<file path="config.mk">
export PLATFORM = sky130hd
export DESIGN_NAME = modbus_rtu_slave_engine
export DESIGN_NICKNAME = d
export VERILOG_FILES = /design/src/rtl/mrs_pkg.sv /design/src/rtl/mrs_ram.sv /design/src/rtl/modbus_rtu_slave_engine.sv
export SDC_FILE = /design/constraint.sdc
export NUM_CORES = 2
export LEC_CHECK = 0
export ABC_AREA = 1
export BUFFER_PORTS_ARGS = -buffer_cell sky130_fd_sc_hd__buf_2
export CAP_MARGIN = 10
export CORE_ASPECT_RATIO = 0.5
export CORE_MARGIN = 8
export CORE_UTILIZATION = 40
export DETAILED_ROUTE_END_ITERATION = 8
export GPL_TIMING_DRIVEN = 0
export HOLD_SLACK_MARGIN = 0.02
export PLACE_DENSITY_LB_ADDON = 0.15
export SETUP_SLACK_MARGIN = 0.3
export SYNTH_ARGS = -nofsm -noshare
export SYNTH_HDL_FRONTEND = slang
export SYNTH_HIERARCHICAL = 1
export SYNTH_SLANG_ARGS = --single-unit
</file>
<file path="constraint.sdc">
create_clock -name clk -period 5.6 [get_ports clk]
set_input_delay 0.56 -clock clk [delete_from_list [all_inputs] [get_ports clk]]
set_output_delay 0.56 -clock clk [all_outputs]
set_load 0.02 [all_outputs]
</file>
<file path="src/rtl/mrs_pkg.sv">
// ============================================================================
// mrs_pkg - shared constants and helpers for the Modbus RTU slave engine
// Sizes of the register maps, protocol codes and the CRC-16 byte update.
// ============================================================================
package mrs_pkg;

    localparam int HOLDING_REGS   = 32;
    localparam int INPUT_REGS     = 32;
    localparam int COIL_BYTES     = 8;
    localparam int DISCRETE_BYTES = 8;
    localparam int FRAME_BYTES    = 64;
    localparam int TX_CAP         = 64;

    localparam int COIL_BITS = COIL_BYTES * 8;
    localparam int DISC_BITS = DISCRETE_BYTES * 8;
    localparam int BIT_VW    = (COIL_BITS > DISC_BITS) ? COIL_BITS : DISC_BITS;
    localparam int COIL_BW   = $clog2(COIL_BITS);
    localparam int HOLD_AW   = (HOLDING_REGS > 1) ? $clog2(HOLDING_REGS) : 1;
    localparam int IN_AW     = (INPUT_REGS > 1) ? $clog2(INPUT_REGS) : 1;
    localparam int FRAME_AW  = $clog2(FRAME_BYTES);

    localparam logic [15:0] CRC_POLY = 16'hA001;
    localparam logic [15:0] CRC_INIT = 16'hFFFF;
    localparam logic [7:0]  EXC_FLAG = 8'h80;
    localparam logic [15:0] COIL_ON  = 16'hFF00;
    localparam logic [15:0] COIL_OFF = 16'h0000;

    // input item kinds
    localparam logic [2:0] MODE_RX        = 3'd0;
    localparam logic [2:0] MODE_SET_INPUT = 3'd1;
    localparam logic [2:0] MODE_SET_DISC  = 3'd2;
    localparam logic [2:0] MODE_GET_HOLD  = 3'd3;
    localparam logic [2:0] MODE_GET_COIL  = 3'd4;

    // function codes
    localparam logic [7:0] FC_READ_COILS  = 8'd1;
    localparam logic [7:0] FC_READ_DISC   = 8'd2;
    localparam logic [7:0] FC_READ_HOLD   = 8'd3;
    localparam logic [7:0] FC_READ_INPUT  = 8'd4;
    localparam logic [7:0] FC_WRITE_COIL  = 8'd5;
    localparam logic [7:0] FC_WRITE_REG   = 8'd6;
    localparam logic [7:0] FC_WRITE_COILS = 8'd15;
    localparam logic [7:0] FC_WRITE_REGS  = 8'd16;

    // exception codes
    localparam logic [7:0] EXC_NONE       = 8'd0;
    localparam logic [7:0] EXC_BAD_FUNC   = 8'd1;
    localparam logic [7:0] EXC_BAD_ADDR   = 8'd2;
    localparam logic [7:0] EXC_BAD_VALUE  = 8'd3;
    localparam logic [7:0] EXC_DEV_FAIL   = 8'd4;

    // Fold one byte into a reflected CRC-16.
    function automatic logic [15:0] crc16_byte(input logic [15:0] crc, input logic [7:0] data);
        logic [15:0] c;
        c = crc ^ {8'h00, data};
        for (int b = 0; b < 8; b++)
        begin
            c = c[0] ? ((c >> 1) ^ CRC_POLY) : (c >> 1);
        end
        return c;
    endfunction

endpackage

</file>
<file path="src/rtl/mrs_ram.sv">
// ============================================================================
// mrs_ram - generic single-write, single-read RAM
// One write port, one read port with registered read data.
// ============================================================================
module mrs_ram #(
    parameter  int WIDTH = 8,
    parameter  int DEPTH = 64,
    localparam int AW    = (DEPTH > 1) ? $clog2(DEPTH) : 1
) (
    input  logic             clk,
    input  logic             we,
    input  logic [AW-1:0]    waddr,
    input  logic [WIDTH-1:0] wdata,
    input  logic [AW-1:0]    raddr,
    output logic [WIDTH-1:0] rdata
);

    logic [WIDTH-1:0] mem_reg [DEPTH];
    logic [WIDTH-1:0] rdata_reg;

    always_ff @(posedge clk)
    begin
        if (we)
        begin
            mem_reg[waddr] <= wdata;
        end
        rdata_reg <= mem_reg[raddr];
    end

    assign rdata = rdata_reg;

endmodule

</file>
<file path="src/rtl/modbus_rtu_slave_engine.sv">
// ============================================================================
// modbus_rtu_slave_engine - Modbus RTU slave request/response engine
// Buffers a request frame, checks it, serves it and streams the response.
// ============================================================================
// Usage:
// - cfg channel: write the station address (reset value 1) while idle.
// - s_axis: one transfer per item. tuser selects the kind: received byte
//   (tlast marks the frame end), set input register, set discrete byte,
//   read holding register, read coil byte.
// - m_axis: response bytes (tuser 0, tlast on the CRC high byte) or one
//   local read result (tuser 1, tlast 1, value in the upper tdata bits).
// A received byte or a local write is taken in ST_IDLE, which stays ready; a
// coil read goes to ST_LOUT, a holding register read to ST_LRD, then ST_LOUT.
// At a good frame end it parses (ST_PARSE), checks and runs single writes
// (ST_CHECK), then per coil ST_C15_RD/WR or per register ST_R16_HI/LO/WR
// (frame buffer read port); for a non-broadcast it emits one byte per cycle
// unless stalled, plus an ST_TX_WAIT fetch per register read. s_axis stays
// stalled until the last response byte sits in the output register.
// A stalled receiver simply holds the output register and the emitter.
// Reset sets the address to 1 and clears all register maps and the frame state;
// no clearing pass is needed (holding registers use valid bits).
// ============================================================================
module modbus_rtu_slave_engine (
    input  logic        clk,
    input  logic        rst_n,
    input  logic        cfg_valid,
    output logic        cfg_ready,
    input  logic [7:0]  cfg_data,       // slave_address
    input  logic        s_axis_tvalid,
    output logic        s_axis_tready,
    input  logic [31:0] s_axis_tdata,   // rx_byte[7:0], local_index[13:8], local_value[29:14]
    input  logic [2:0]  s_axis_tuser,   // mode[2:0]
    input  logic        s_axis_tlast,   // frame_end
    output logic        m_axis_tvalid,
    input  logic        m_axis_tready,
    output logic [23:0] m_axis_tdata,   // tx_byte[7:0], read_value[23:8]
    output logic        m_axis_tuser,   // out_kind
    output logic        m_axis_tlast    // tx_last
);
    import mrs_pkg::*;

    typedef enum logic [3:0] {
        ST_IDLE, ST_LRD, ST_LOUT, ST_PARSE, ST_CHECK, ST_C15_RD, ST_C15_WR,
        ST_R16_HI, ST_R16_LO, ST_R16_WR, ST_TX, ST_TX_WAIT
    } state_t;

    typedef enum logic [1:0] {RSP_EXC, RSP_BITS, RSP_WORDS, RSP_ECHO} rsp_kind_t;

    // ---------------------------------------------------------------- state
    state_t             state_reg;
    logic [7:0]         slave_addr_reg;
    logic [6:0]         count_reg;
    logic               ovf_reg;
    logic [15:0]        crc_reg;
    logic               out_valid_reg;
    logic               out_kind_reg;
    logic [7:0]         out_byte_reg;
    logic               out_last_reg;
    logic [15:0]        out_val_reg;
    logic [15:0]        input_regs_reg [INPUT_REGS];
    logic [COIL_BITS-1:0] coil_bits_reg;
    logic [DISC_BITS-1:0] disc_bits_reg;
    logic [HOLDING_REGS-1:0] hold_vld_reg;
    logic [6:0]         i_reg;
    logic [6:0]         tx_pos_reg;
    logic [15:0]        crc_tx_reg;
    logic               fetched_reg;

    // request and response payload
    logic [7:0]         hb_reg [7];
    logic [7:0]         pend_old_reg;
    logic [7:0]         pend_new_reg;
    logic [6:0]         dlen_reg;
    logic               bcast_reg;
    logic [7:0]         func_reg;
    logic [15:0]        start_reg;
    logic [15:0]        qty_reg;
    logic [7:0]         bc_reg;
    rsp_kind_t          rsp_kind_reg;
    logic [6:0]         tlen_reg;
    logic [7:0]         byte2_reg;
    logic [7:0]         func_rsp_reg;
    logic [7:0]         hi_reg;
    logic [15:0]        word_reg;
    logic [6:0]         fidx_reg;
    logic [5:0]         lidx_reg;
    logic [15:0]        lval_reg;

    // ------------------------------------------------------------- input side
    logic        s_fire;
    logic [2:0]  in_mode;
    logic [7:0]  in_byte;
    logic [5:0]  in_idx;
    logic [15:0] in_val;
    logic        in_end;

    assign s_axis_tready = (state_reg == ST_IDLE);
    assign s_fire        = s_axis_tvalid && s_axis_tready;
    assign in_mode       = s_axis_tuser;
    assign in_byte       = s_axis_tdata[7:0];
    assign in_idx        = s_axis_tdata[13:8];
    assign in_val        = s_axis_tdata[29:14];
    assign in_end        = s_axis_tlast;
    assign cfg_ready     = 1'b1;

    // Receive: keep the CRC two bytes behind the newest byte so that at the
    // frame end it covers everything but the trailing CRC field.
    logic        rx_store;
    logic [6:0]  count_inc;
    logic        ovf_new;
    logic [15:0] crc_step;
    logic        frame_ok;

    always_comb
    begin
        rx_store  = (count_reg < 7'(FRAME_BYTES));
        count_inc = count_reg + {6'd0, rx_store};
        ovf_new   = ovf_reg || !rx_store;
        crc_step  = crc16_byte(crc_reg, pend_old_reg);
        frame_ok  = !ovf_new && (count_inc >= 7'd4)
                    && ((hb_reg[0] == slave_addr_reg) || (hb_reg[0] == 8'h00))
                    && (crc_step == {in_byte, pend_new_reg});
    end

    // ------------------------------------------------------------ header parse
    logic [7:0] hdr [7];

    always_comb
    begin
        for (int h = 0; h < 7; h++)
        begin
            hdr[h] = (dlen_reg > 7'(h)) ? hb_reg[h] : 8'h00;
        end
    end

    // --------------------------------------------------------------- check
    logic [16:0] sum17;
    logic [16:0] bytes17;
    logic [16:0] words17;
    logic [16:0] nbits17;
    logic [7:0]  chk_exc;
    rsp_kind_t   chk_kind;
    logic [6:0]  chk_tlen;
    logic [7:0]  chk_byte2;

    always_comb
    begin
        sum17    = {1'b0, start_reg} + {1'b0, qty_reg};
        bytes17  = ({1'b0, qty_reg} + 17'd7) >> 3;
        words17  = {qty_reg, 1'b0};
        nbits17  = (func_reg == FC_READ_COILS) ? 17'(COIL_BITS) : 17'(DISC_BITS);
        chk_exc  = EXC_NONE;
        chk_kind = RSP_ECHO;
        case (func_reg)
            FC_READ_COILS, FC_READ_DISC:
            begin
                chk_kind = RSP_BITS;
                priority if ({1'b0, start_reg} >= nbits17)               chk_exc = EXC_BAD_ADDR;
                else if (qty_reg == 16'd0 || sum17 > nbits17)            chk_exc = EXC_BAD_VALUE;
                else if (bytes17 > 17'(TX_CAP - 5))                      chk_exc = EXC_DEV_FAIL;
                else                                                     chk_exc = EXC_NONE;
            end
            FC_READ_HOLD, FC_READ_INPUT:
            begin
                chk_kind = RSP_WORDS;
                priority if (func_reg == FC_READ_HOLD ? start_reg >= 16'(HOLDING_REGS)
                                                      : start_reg >= 16'(INPUT_REGS))
                    chk_exc = EXC_BAD_ADDR;
                else if (qty_reg == 16'd0 ||
                         (func_reg == FC_READ_HOLD ? sum17 > 17'(HOLDING_REGS)
                                                   : sum17 > 17'(INPUT_REGS)))
                    chk_exc = EXC_BAD_VALUE;
                else if (words17 > 17'(TX_CAP - 5))
                    chk_exc = EXC_DEV_FAIL;
                else
                    chk_exc = EXC_NONE;
            end
            FC_WRITE_COIL:
            begin
                priority if (start_reg >= 16'(COIL_BITS))                    chk_exc = EXC_BAD_ADDR;
                else if (qty_reg != COIL_ON && qty_reg != COIL_OFF)          chk_exc = EXC_BAD_VALUE;
                else                                                         chk_exc = EXC_NONE;
            end
            FC_WRITE_REG:
            begin
                if (start_reg >= 16'(HOLDING_REGS))
                begin
                    chk_exc = EXC_BAD_ADDR;
                end
            end
            FC_WRITE_COILS:
            begin
                priority if (start_reg >= 16'(COIL_BITS))                    chk_exc = EXC_BAD_ADDR;
                else if (qty_reg == 16'd0 || sum17 > 17'(COIL_BITS))         chk_exc = EXC_BAD_VALUE;
                else if (bytes17 != {9'd0, bc_reg}
                         || ({1'b0, bc_reg} + 9'd7) != {2'd0, dlen_reg})     chk_exc = EXC_DEV_FAIL;
                else                                                         chk_exc = EXC_NONE;
            end
            FC_WRITE_REGS:
            begin
                priority if (start_reg >= 16'(HOLDING_REGS))                 chk_exc = EXC_BAD_ADDR;
                else if (qty_reg == 16'd0 || sum17 > 17'(HOLDING_REGS))      chk_exc = EXC_BAD_VALUE;
                else if (words17 != {9'd0, bc_reg}
                         || ({1'b0, bc_reg} + 9'd7) != {2'd0, dlen_reg})     chk_exc = EXC_DEV_FAIL;
                else                                                         chk_exc = EXC_NONE;
            end
            default:
            begin
                chk_exc = EXC_BAD_FUNC;
            end
        endcase

        if (chk_exc != EXC_NONE)
        begin
            chk_kind  = RSP_EXC;
            chk_tlen  = 7'd3;
            chk_byte2 = chk_exc;
        end
        else
        begin
            unique case (chk_kind)
                RSP_BITS:
                begin
                    chk_tlen  = 7'(17'd3 + bytes17);
                    chk_byte2 = bytes17[7:0];
                end
                RSP_WORDS:
                begin
                    chk_tlen  = 7'(17'd3 + words17);
                    chk_byte2 = words17[7:0];
                end
                default:
                begin
                    chk_tlen  = 7'd6;
                    chk_byte2 = start_reg[15:8];
                end
            endcase
        end
    end

    // --------------------------------------------------------------- memories
    logic                fr_we;
    logic [FRAME_AW-1:0] fr_raddr;
    logic [7:0]          fr_rdata;
    logic [7:0]          fr_raddr_w;

    logic                hr_we;
    logic [HOLD_AW-1:0]  hr_waddr;
    logic [15:0]         hr_wdata;
    logic [HOLD_AW-1:0]  hr_raddr;
    logic [15:0]         hr_rdata;
    logic [6:0]          loop_idx;

    assign fr_we    = s_fire && (in_mode == MODE_RX) && rx_store;
    assign loop_idx = start_reg[6:0] + i_reg;

    always_comb
    begin
        unique case (state_reg)
            ST_C15_RD: fr_raddr_w = 8'd7 + {4'd0, i_reg[6:3]};
            ST_R16_LO: fr_raddr_w = 8'd8 + {i_reg, 1'b0};
            default:   fr_raddr_w = 8'd7 + {i_reg, 1'b0};
        endcase
        fr_raddr = fr_raddr_w[FRAME_AW-1:0];
    end

    mrs_ram #(.WIDTH(8), .DEPTH(FRAME_BYTES)) u_frame_ram (
        .clk   (clk),
        .we    (fr_we),
        .waddr (count_reg[FRAME_AW-1:0]),
        .wdata (in_byte),
        .raddr (fr_raddr),
        .rdata (fr_rdata)
    );

    // ------------------------------------------------------------- emitter
    logic        load_ok;
    logic [6:0]  k;
    logic        need_fetch;
    logic [6:0]  fetch_idx;
    logic [6:0]  bit_off;
    logic [BIT_VW-1:0] bit_src;
    logic [BIT_VW-1:0] bit_shift;
    logic [7:0]  bit_rem;
    logic [7:0]  bit_mask;
    logic [7:0]  tx_sel;
    logic        emit;
    logic        emit_kind;
    logic [7:0]  emit_byte;
    logic        emit_last;
    logic [15:0] emit_val;
    logic [7:0]  coil_sel;
    logic [15:0] crc_tx_next;

    always_comb
    begin
        load_ok    = !out_valid_reg || m_axis_tready;
        k          = tx_pos_reg - 7'd3;
        need_fetch = (rsp_kind_reg == RSP_WORDS) && (tx_pos_reg >= 7'd3)
                     && (tx_pos_reg < tlen_reg) && !k[0] && !fetched_reg;
        fetch_idx  = start_reg[6:0] + {1'b0, k[6:1]};
        bit_off    = start_reg[6:0] + {k[3:0], 3'b000};
        bit_src    = (func_reg == FC_READ_COILS) ? BIT_VW'(coil_bits_reg)
                                                 : BIT_VW'(disc_bits_reg);
        bit_shift  = bit_src >> bit_off;
        bit_rem    = qty_reg[7:0] - {k[4:0], 3'b000};
        bit_mask   = (bit_rem >= 8'd8) ? 8'hFF : ~(8'hFF << bit_rem[2:0]);

        priority if (tx_pos_reg == 7'(tlen_reg + 7'd1)) tx_sel = crc_tx_reg[15:8];
        else if (tx_pos_reg == tlen_reg)                tx_sel = crc_tx_reg[7:0];
        else if (tx_pos_reg == 7'd0)                    tx_sel = slave_addr_reg;
        else if (tx_pos_reg == 7'd1)                    tx_sel = func_rsp_reg;
        else if (tx_pos_reg == 7'd2)                    tx_sel = byte2_reg;
        else
        begin
            unique case (rsp_kind_reg)
                RSP_BITS:  tx_sel = bit_shift[7:0] & bit_mask;
                RSP_WORDS: tx_sel = k[0] ? word_reg[7:0] : word_reg[15:8];
                RSP_ECHO:  tx_sel = (tx_pos_reg == 7'd3) ? start_reg[7:0]
                                  : (tx_pos_reg == 7'd4) ? qty_reg[15:8] : qty_reg[7:0];
                default:   tx_sel = 8'h00;
            endcase
        end
        crc_tx_next = crc16_byte(crc_tx_reg, tx_sel);

        coil_sel = 8'h00;
        for (int b = 0; b < COIL_BYTES; b++)
        begin
            if (in_idx == 6'(b))
            begin
                coil_sel = coil_bits_reg[b*8 +: 8];
            end
        end

        emit      = 1'b0;
        emit_kind = 1'b0;
        emit_byte = tx_sel;
        emit_last = (tx_pos_reg == 7'(tlen_reg + 7'd1));
        emit_val  = 16'h0000;
        if (state_reg == ST_TX)
        begin
            emit = load_ok && !need_fetch;
        end
        else if (state_reg == ST_LOUT)
        begin
            emit      = load_ok;
            emit_kind = 1'b1;
            emit_byte = 8'h00;
            emit_last = 1'b1;
            emit_val  = lval_reg;
        end
    end

    // holding register memory: single writes, block writes, local and bus reads
    always_comb
    begin
        hr_we    = ((state_reg == ST_CHECK) && (chk_exc == EXC_NONE)
                    && (func_reg == FC_WRITE_REG)) || (state_reg == ST_R16_WR);
        hr_waddr = (state_reg == ST_CHECK) ? start_reg[HOLD_AW-1:0] : loop_idx[HOLD_AW-1:0];
        hr_wdata = (state_reg == ST_CHECK) ? qty_reg : {hi_reg, fr_rdata};
        hr_raddr = (state_reg == ST_IDLE) ? in_idx[HOLD_AW-1:0] : fetch_idx[HOLD_AW-1:0];
    end

    mrs_ram #(.WIDTH(16), .DEPTH(HOLDING_REGS)) u_hold_ram (
        .clk   (clk),
        .we    (hr_we),
        .waddr (hr_waddr),
        .wdata (hr_wdata),
        .raddr (hr_raddr),
        .rdata (hr_rdata)
    );

    // ------------------------------------------------------ control sequencer
    state_t done_st;
    assign done_st = bcast_reg ? ST_IDLE : ST_TX;

    always_ff @(posedge clk or negedge rst_n)
    begin
        if (!rst_n)
        begin
            state_reg      <= ST_IDLE;
            slave_addr_reg <= 8'd1;
            count_reg      <= '0;
            ovf_reg        <= 1'b0;
            crc_reg        <= CRC_INIT;
            out_valid_reg  <= 1'b0;
            out_kind_reg   <= 1'b0;
            out_byte_reg   <= '0;
            out_last_reg   <= 1'b0;
            out_val_reg    <= '0;
            for (int r = 0; r < INPUT_REGS; r++)
            begin
                input_regs_reg[r] <= '0;
            end
            coil_bits_reg  <= '0;
            disc_bits_reg  <= '0;
            hold_vld_reg   <= '0;
            i_reg          <= '0;
            tx_pos_reg     <= '0;
            crc_tx_reg     <= CRC_INIT;
            fetched_reg    <= 1'b0;
        end
        else
        begin
            if (cfg_valid && cfg_ready)
            begin
                slave_addr_reg <= cfg_data;
            end

            // output register: load a new transfer or drop the taken one
            if (emit)
            begin
                out_valid_reg <= 1'b1;
                out_kind_reg  <= emit_kind;
                out_byte_reg  <= emit_byte;
                out_last_reg  <= emit_last;
                out_val_reg   <= emit_val;
            end
            else if (m_axis_tready)
            begin
                out_valid_reg <= 1'b0;
            end

            if (hr_we)
            begin
                hold_vld_reg[hr_waddr] <= 1'b1;
            end

            unique case (state_reg)
                ST_IDLE:
                begin
                    if (s_fire)
                    begin
                        case (in_mode)
                            MODE_RX:
                            begin
                                if (rx_store)
                                begin
                                    count_reg <= count_inc;
                                    if (count_reg >= 7'd2)
                                    begin
                                        crc_reg <= crc_step;
                                    end
                                end
                                else
                                begin
                                    ovf_reg <= 1'b1;
                                end
                                if (in_end)
                                begin
                                    count_reg <= '0;
                                    ovf_reg   <= 1'b0;
                                    crc_reg   <= CRC_INIT;
                                    if (frame_ok)
                                    begin
                                        state_reg <= ST_PARSE;
                                    end
                                end
                            end
                            MODE_SET_INPUT:
                            begin
                                if ({1'b0, in_idx} < 7'(INPUT_REGS))
                                begin
                                    input_regs_reg[in_idx[IN_AW-1:0]] <= in_val;
                                end
                            end
                            MODE_SET_DISC:
                            begin
                                for (int b = 0; b < DISCRETE_BYTES; b++)
                                begin
                                    if (in_idx == 6'(b))
                                    begin
                                        disc_bits_reg[b*8 +: 8] <= in_val[7:0];
                                    end
                                end
                            end
                            MODE_GET_HOLD: state_reg <= ST_LRD;
                            MODE_GET_COIL: state_reg <= ST_LOUT;
                            default: ;
                        endcase
                    end
                end
                ST_LRD:
                begin
                    state_reg <= ST_LOUT;
                end
                ST_LOUT:
                begin
                    if (load_ok)
                    begin
                        state_reg <= ST_IDLE;
                    end
                end
                ST_PARSE:
                begin
                    state_reg <= ST_CHECK;
                end
                ST_CHECK:
                begin
                    tx_pos_reg  <= '0;
                    crc_tx_reg  <= CRC_INIT;
                    fetched_reg <= 1'b0;
                    i_reg       <= '0;
                    state_reg   <= done_st;
                    if (chk_exc == EXC_NONE)
                    begin
                        if (func_reg == FC_WRITE_COIL)
                        begin
                            coil_bits_reg[start_reg[COIL_BW-1:0]] <= (qty_reg == COIL_ON);
                        end
                        if (func_reg == FC_WRITE_COILS)
                        begin
                            state_reg <= ST_C15_RD;
                        end
                        if (func_reg == FC_WRITE_REGS)
                        begin
                            state_reg <= ST_R16_HI;
                        end
                    end
                end
                ST_C15_RD:
                begin
                    state_reg <= ST_C15_WR;
                end
                ST_C15_WR:
                begin
                    coil_bits_reg[loop_idx[COIL_BW-1:0]] <= fr_rdata[i_reg[2:0]];
                    i_reg <= i_reg + 7'd1;
                    if ({9'd0, i_reg + 7'd1} == qty_reg)
                    begin
                        state_reg <= done_st;
                    end
                    else
                    begin
                        state_reg <= ST_C15_RD;
                    end
                end
                ST_R16_HI:
                begin
                    state_reg <= ST_R16_LO;
                end
                ST_R16_LO:
                begin
                    state_reg <= ST_R16_WR;
                end
                ST_R16_WR:
                begin
                    i_reg <= i_reg + 7'd1;
                    if ({9'd0, i_reg + 7'd1} == qty_reg)
                    begin
                        state_reg <= done_st;
                    end
                    else
                    begin
                        state_reg <= ST_R16_HI;
                    end
                end
                ST_TX:
                begin
                    if (need_fetch)
                    begin
                        state_reg <= ST_TX_WAIT;
                    end
                    else if (load_ok)
                    begin
                        tx_pos_reg <= tx_pos_reg + 7'd1;
                        if (tx_pos_reg < tlen_reg)
                        begin
                            crc_tx_reg <= crc_tx_next;
                        end
                        if ((rsp_kind_reg == RSP_WORDS) && (tx_pos_reg >= 7'd3) && k[0])
                        begin
                            fetched_reg <= 1'b0;
                        end
                        if (emit_last)
                        begin
                            state_reg <= ST_IDLE;
                        end
                    end
                end
                ST_TX_WAIT:
                begin
                    fetched_reg <= 1'b1;
                    state_reg   <= ST_TX;
                end
                default:
                begin
                    state_reg <= ST_IDLE;
                end
            endcase
        end
    end

    // ----------------------------------------------------- payload registers
    always_ff @(posedge clk)
    begin
        if (s_fire && (in_mode == MODE_RX) && rx_store)
        begin
            pend_old_reg <= pend_new_reg;
            pend_new_reg <= in_byte;
            if (count_reg < 7'd7)
            begin
                hb_reg[count_reg[2:0]] <= in_byte;
            end
        end
        if (s_fire && (in_mode == MODE_RX) && in_end)
        begin
            dlen_reg  <= count_inc - 7'd2;
            bcast_reg <= (hb_reg[0] == 8'h00);
        end
        if (s_fire)
        begin
            lidx_reg <= in_idx;
            lval_reg <= coil_sel;
        end
        if (state_reg == ST_LRD)
        begin
            lval_reg <= (({1'b0, lidx_reg} < 7'(HOLDING_REGS))
                         && hold_vld_reg[lidx_reg[HOLD_AW-1:0]]) ? hr_rdata : 16'h0000;
        end
        if (state_reg == ST_PARSE)
        begin
            func_reg  <= hdr[1];
            start_reg <= {hdr[2], hdr[3]};
            qty_reg   <= {hdr[4], hdr[5]};
            bc_reg    <= hdr[6];
        end
        if (state_reg == ST_CHECK)
        begin
            rsp_kind_reg <= chk_kind;
            tlen_reg     <= chk_tlen;
            byte2_reg    <= chk_byte2;
            func_rsp_reg <= (chk_exc != EXC_NONE) ? (func_reg | EXC_FLAG) : func_reg;
        end
        if (state_reg == ST_R16_LO)
        begin
            hi_reg <= fr_rdata;
        end
        if ((state_reg == ST_TX) && need_fetch)
        begin
            fidx_reg <= fetch_idx;
        end
        if (state_reg == ST_TX_WAIT)
        begin
            if (func_reg == FC_READ_HOLD)
            begin
                word_reg <= hold_vld_reg[fidx_reg[HOLD_AW-1:0]] ? hr_rdata : 16'h0000;
            end
            else
            begin
                word_reg <= input_regs_reg[fidx_reg[IN_AW-1:0]];
            end
        end
    end

    assign m_axis_tvalid = out_valid_reg;
    assign m_axis_tdata  = {out_val_reg, out_byte_reg};
    assign m_axis_tuser  = out_kind_reg;
    assign m_axis_tlast  = out_last_reg;

    // ------------------------------------------------------------ assertions
    a_local_read_form: assert property (@(posedge clk) disable iff (!rst_n)
        (out_valid_reg && out_kind_reg) |-> (out_last_reg && out_byte_reg == 8'h00))
        else $error("local read result without last or with a response byte");

    a_count_bound: assert property (@(posedge clk) disable iff (!rst_n)
        count_reg <= 7'(FRAME_BYTES))
        else $error("frame count beyond buffer");

    a_loop_bound: assert property (@(posedge clk) disable iff (!rst_n)
        (state_reg == ST_C15_WR || state_reg == ST_R16_WR) |-> ({9'd0, i_reg} < qty_reg))
        else $error("write loop ran past the quantity");

    a_tx_pos_bound: assert property (@(posedge clk) disable iff (!rst_n)
        (state_reg == ST_TX) |-> (tx_pos_reg <= 7'(tlen_reg + 7'd1)))
        else $error("response position past the CRC");

    a_busy_no_accept: assert property (@(posedge clk) disable iff (!rst_n)
        (s_fire && in_mode == MODE_RX && in_end && frame_ok) |=> !s_axis_tready)
        else $error("input taken while a frame is being served");

endmodule
</file>
==> results.py <==
metrics = {
    "logic_synthesis": {
        "yosys_warnings": 6,
        "synth_edf_count": 1228,
        "synth_top_area_share_pct": 38.6,
        "avgSynthCellArea_um2": 9.19,
        "synthTopCellsByArea": "edfxtp_1, dfrtp_1, nand2_1, nand3_1, o21ai_0",
        "syn_nets": 10499,
        "syn_inst": 10382,
        "syn_area_um2": 95400,
        "synth_flop_cell": "edfxtp_1",
        "seq_area_frac_synth_pct": 59.3,
        "ys_async_sr_fraction_pct": 38.0,
        "yosysUniqueCellTypes": 80,
        "yosysTopAreaCell": "edfxtp_1",
        "synth-seq-cells": 2018,
    },
    "clocking": {
        "root_buffer": "clkbuf_16",
        "numCtsBuffers": 197,
        "clkTransAtPathRegs_ns": 0.07,
        "cts_htree_levels": 4,
        "clock_sinks": 2018,
        "clkLatencyLatePin_ns": 0.90,
        "cts_tree": "done",
        "clk_path_buf_depth": 4,
    },
    "die": {
        "num_rows": 126,
        "start_util_pct": 40.4,
        "die_area_um2": 255000,
        "die_w_um": 707,
        "ioPinCount": 78,
        "core_um2": 236000,
        "fp.dieH_um": 361,
    },
    "drt": {
        "drt-initial-drc-count": 10089,
        "firstDrtPassIters": 8,
        "drt.antenna.violating_nets": 0,
        "drc": 0,
        "via_per_inst": 5.75,
        "num_vias": 81121,
        "wl_per_cell_um": 27.6,
        "wirelength_um": 390000,
    },
    "power_and_ir_drop": {
        "ir_worst_vdd_mv": 0.331,
        "total_leakage_power_uw": 0.0438,
        "p_per_area_nw_per_um2": 523,
    },
    "sta": {
        "final_max_slew_viol_count": 0,
        "hold_viol": 0,
        "setup_viol": 0,
        "rsz0062_at_grt": "yes",
        "fin_crit_sh_pct": 97.3,
        "finalSetupTns_ns": 0,
        "post-route-min-period_ns": 5.45,
        "fmax_ghz": 0.184,
        "relSlewSlack_pct": 3.81,
        "max_slew.worst_pin.slew_ns": 1.44,
        "finClkSkew_ns": 0.0770,
    },
    "final_layout": {
        "layout_commonest_cell": "nand2_1",
        "final_area_um2": 109000,
        "final_cell_mix": "nand2_1, nand3_1, edfxtp_1, o21ai_0, dfrtp_1",
        "syn2layout_area_growth_pct": 14.3,
        "fin_util_pct": 46.1,
        "drive_gt1_share_pct": 8.62,
        "fin_nets": 10924,
    },
    "critical_path": {
        "path_max_fanout": 10,
        "worstPathArrival_ns": 6.15,
        "crit_path_start_kind": "register",
        "reg2reg_slack_ns": 0.15,
        "crit_type": "reg2reg",
        "crit_path_end_kind": "register",
        "required_ns": 6.30,
    },
    "placed_design": {
        "post-dp-hpwl_um": 282000,
        "gp_congestion": 1.01,
        "io_buffer_count": 74,
        "placed_cell_area_um2": 101000,
    },
    "global_route": {
        "first_global_vias": 75925,
        "grt_overflow_total": 0,
        "antenna_found_initial": 23,
        "grt_use_total_pct": 29.4,
        "grt_pass1_wl_um": 552000,
        "grt_max_degree": 116,
    },
    "run": {
        "cap_violations": 0,
    },
    "min_path": {
        "hold_class": "in2reg",
    },
    "outcome": {
        "run_status": "completed",
    },
}
==> area by class of cell <==
class / count / area (um2)
tap: 3136 / 3920
multi-input combinational: 7238 / 34400
clock buffer: 265 / 5410
timing repair buffer: 226 / 2580
fill: 22858 / 127000
buffer: 656 / 3370
clock inverter: 92 / 1030
inverter: 470 / 1780
antenna: 13 / 32.5
sequential: 2018 / 56600
==> critical path, stage by stage, from the launching register on <==
cell and delay (ns):
edfxtp_1 0.69, clkinv_1 0.33, clkbuf_1 0.69, clkbuf_1 1.12
o21ai_0 0.19, o22ai_1 0.47, nor2_1 0.08, o311ai_0 0.94
nand3_1 0.51, o21ai_0 0.22
==> power by group <==
group / switching, uW / total [uW] / internal, uW
sequential: 574 / 17900 / 17400
clock: 6140 / 13800 / 7680
combinational: 18500 / 25200 / 6780
==> repair_timing <==
action	4_1_cts	5_1_grt
pin swaps	21	14
hold endpoints to repair	62	0
hold buffers	12	0
gates cloned	0	1
endpoints found under the setup margin	1160	528
setup buffers	36	21
gates resized for setup	79	44
==> routing by layer <==
| layer | global-route usage (%) | share of wire, % | vias to the layer above |
|---|---|---|---|
| met5 | 0 | 0.010 | - |
| met4 | 13.9 | 5.6 | 6 |
| met3 | 5.62 | 8.8 | 849 |
| met2 | 44.5 | 43 | 3843 |
| met1 | 40.7 | 42 | 39959 |
| li1 | - | - | 36464 |
==> worst paths after layout <==
kind	depth (start not counted)	from	endpoint
worst min register to register	2	crc_tx_reg[9]$_DFFE_PN1P_	crc_tx_reg[1]$_DFFE_PN1P_
worst min-delay path	1	s_axis_tdata[12]	lidx_reg[4]$_DFFE_PP_
min in group asynchronous	2	rst_n	input_regs_reg[293]$_DFFE_PN0P_
worst max-delay path	9	fidx_reg[0]$_DFFE_PP_	word_reg[4]$_DFFE_PP_
worst max register to register	9	fidx_reg[0]$_DFFE_PP_	word_reg[4]$_DFFE_PP_
max in group asynchronous	5	rst_n	out_byte_reg[2]$_DFFE_PN0P_
==> cells in the mapped netlist, types with 55 or more instances <==
| cell | count |
|---|---|
| a21oi_1 | 278 |
| buf_2 | 105 |
| clkbuf_1 | 393 |
| dfrtp_1 | 733 |
| edfxtp_1 | 1228 |
| ha_1 | 63 |
| inv_1 | 444 |
| nand2_1 | 2974 |
| nand3_1 | 1438 |
| nand4_1 | 56 |
| nor2_1 | 775 |
| nor3_1 | 55 |
| o21ai_0 | 1042 |
| o221ai_1 | 77 |
| o22ai_1 | 94 |
| o31ai_1 | 55 |
| xor2_1 | 68 |
==> cells by family (layout without fill, tap and decap cells) <==
logic type	count (synthesis)	count (layout)	share of synthesized area, %
other	1	14	0.00393
xor gates and xnor gates	106	106	0.989
AOI/OAI and AO/OA	1680	1680	9.80
muxes	2	2	0.0236
and+or+nand+nor	5381	5381	23.6
buffers and inverters	1126	1709	5.34
DFF	2018	2018	59.3
adders and majority gates	68	68	0.931
==> per-stage QoR <==
step / hold WS, ns / setup WS, ns / total power [uW] / cells
after global placement: 0.436 / -13.69 / 42100 / 13592
after global routing: 0.0294 / 0.241 / 59700 / 14107
after CTS: 0.0246 / 0.194 / 56600 / 14077
final: 0.0820 / 0.154 / 57000 / 14114
after detailed placement: 0.436 / -2.04 / 42700 / 13672
after floorplan: 0.264 / 0.677 / 32400 / 10382
Note: power is estimated with default switching activity, not from simulation.
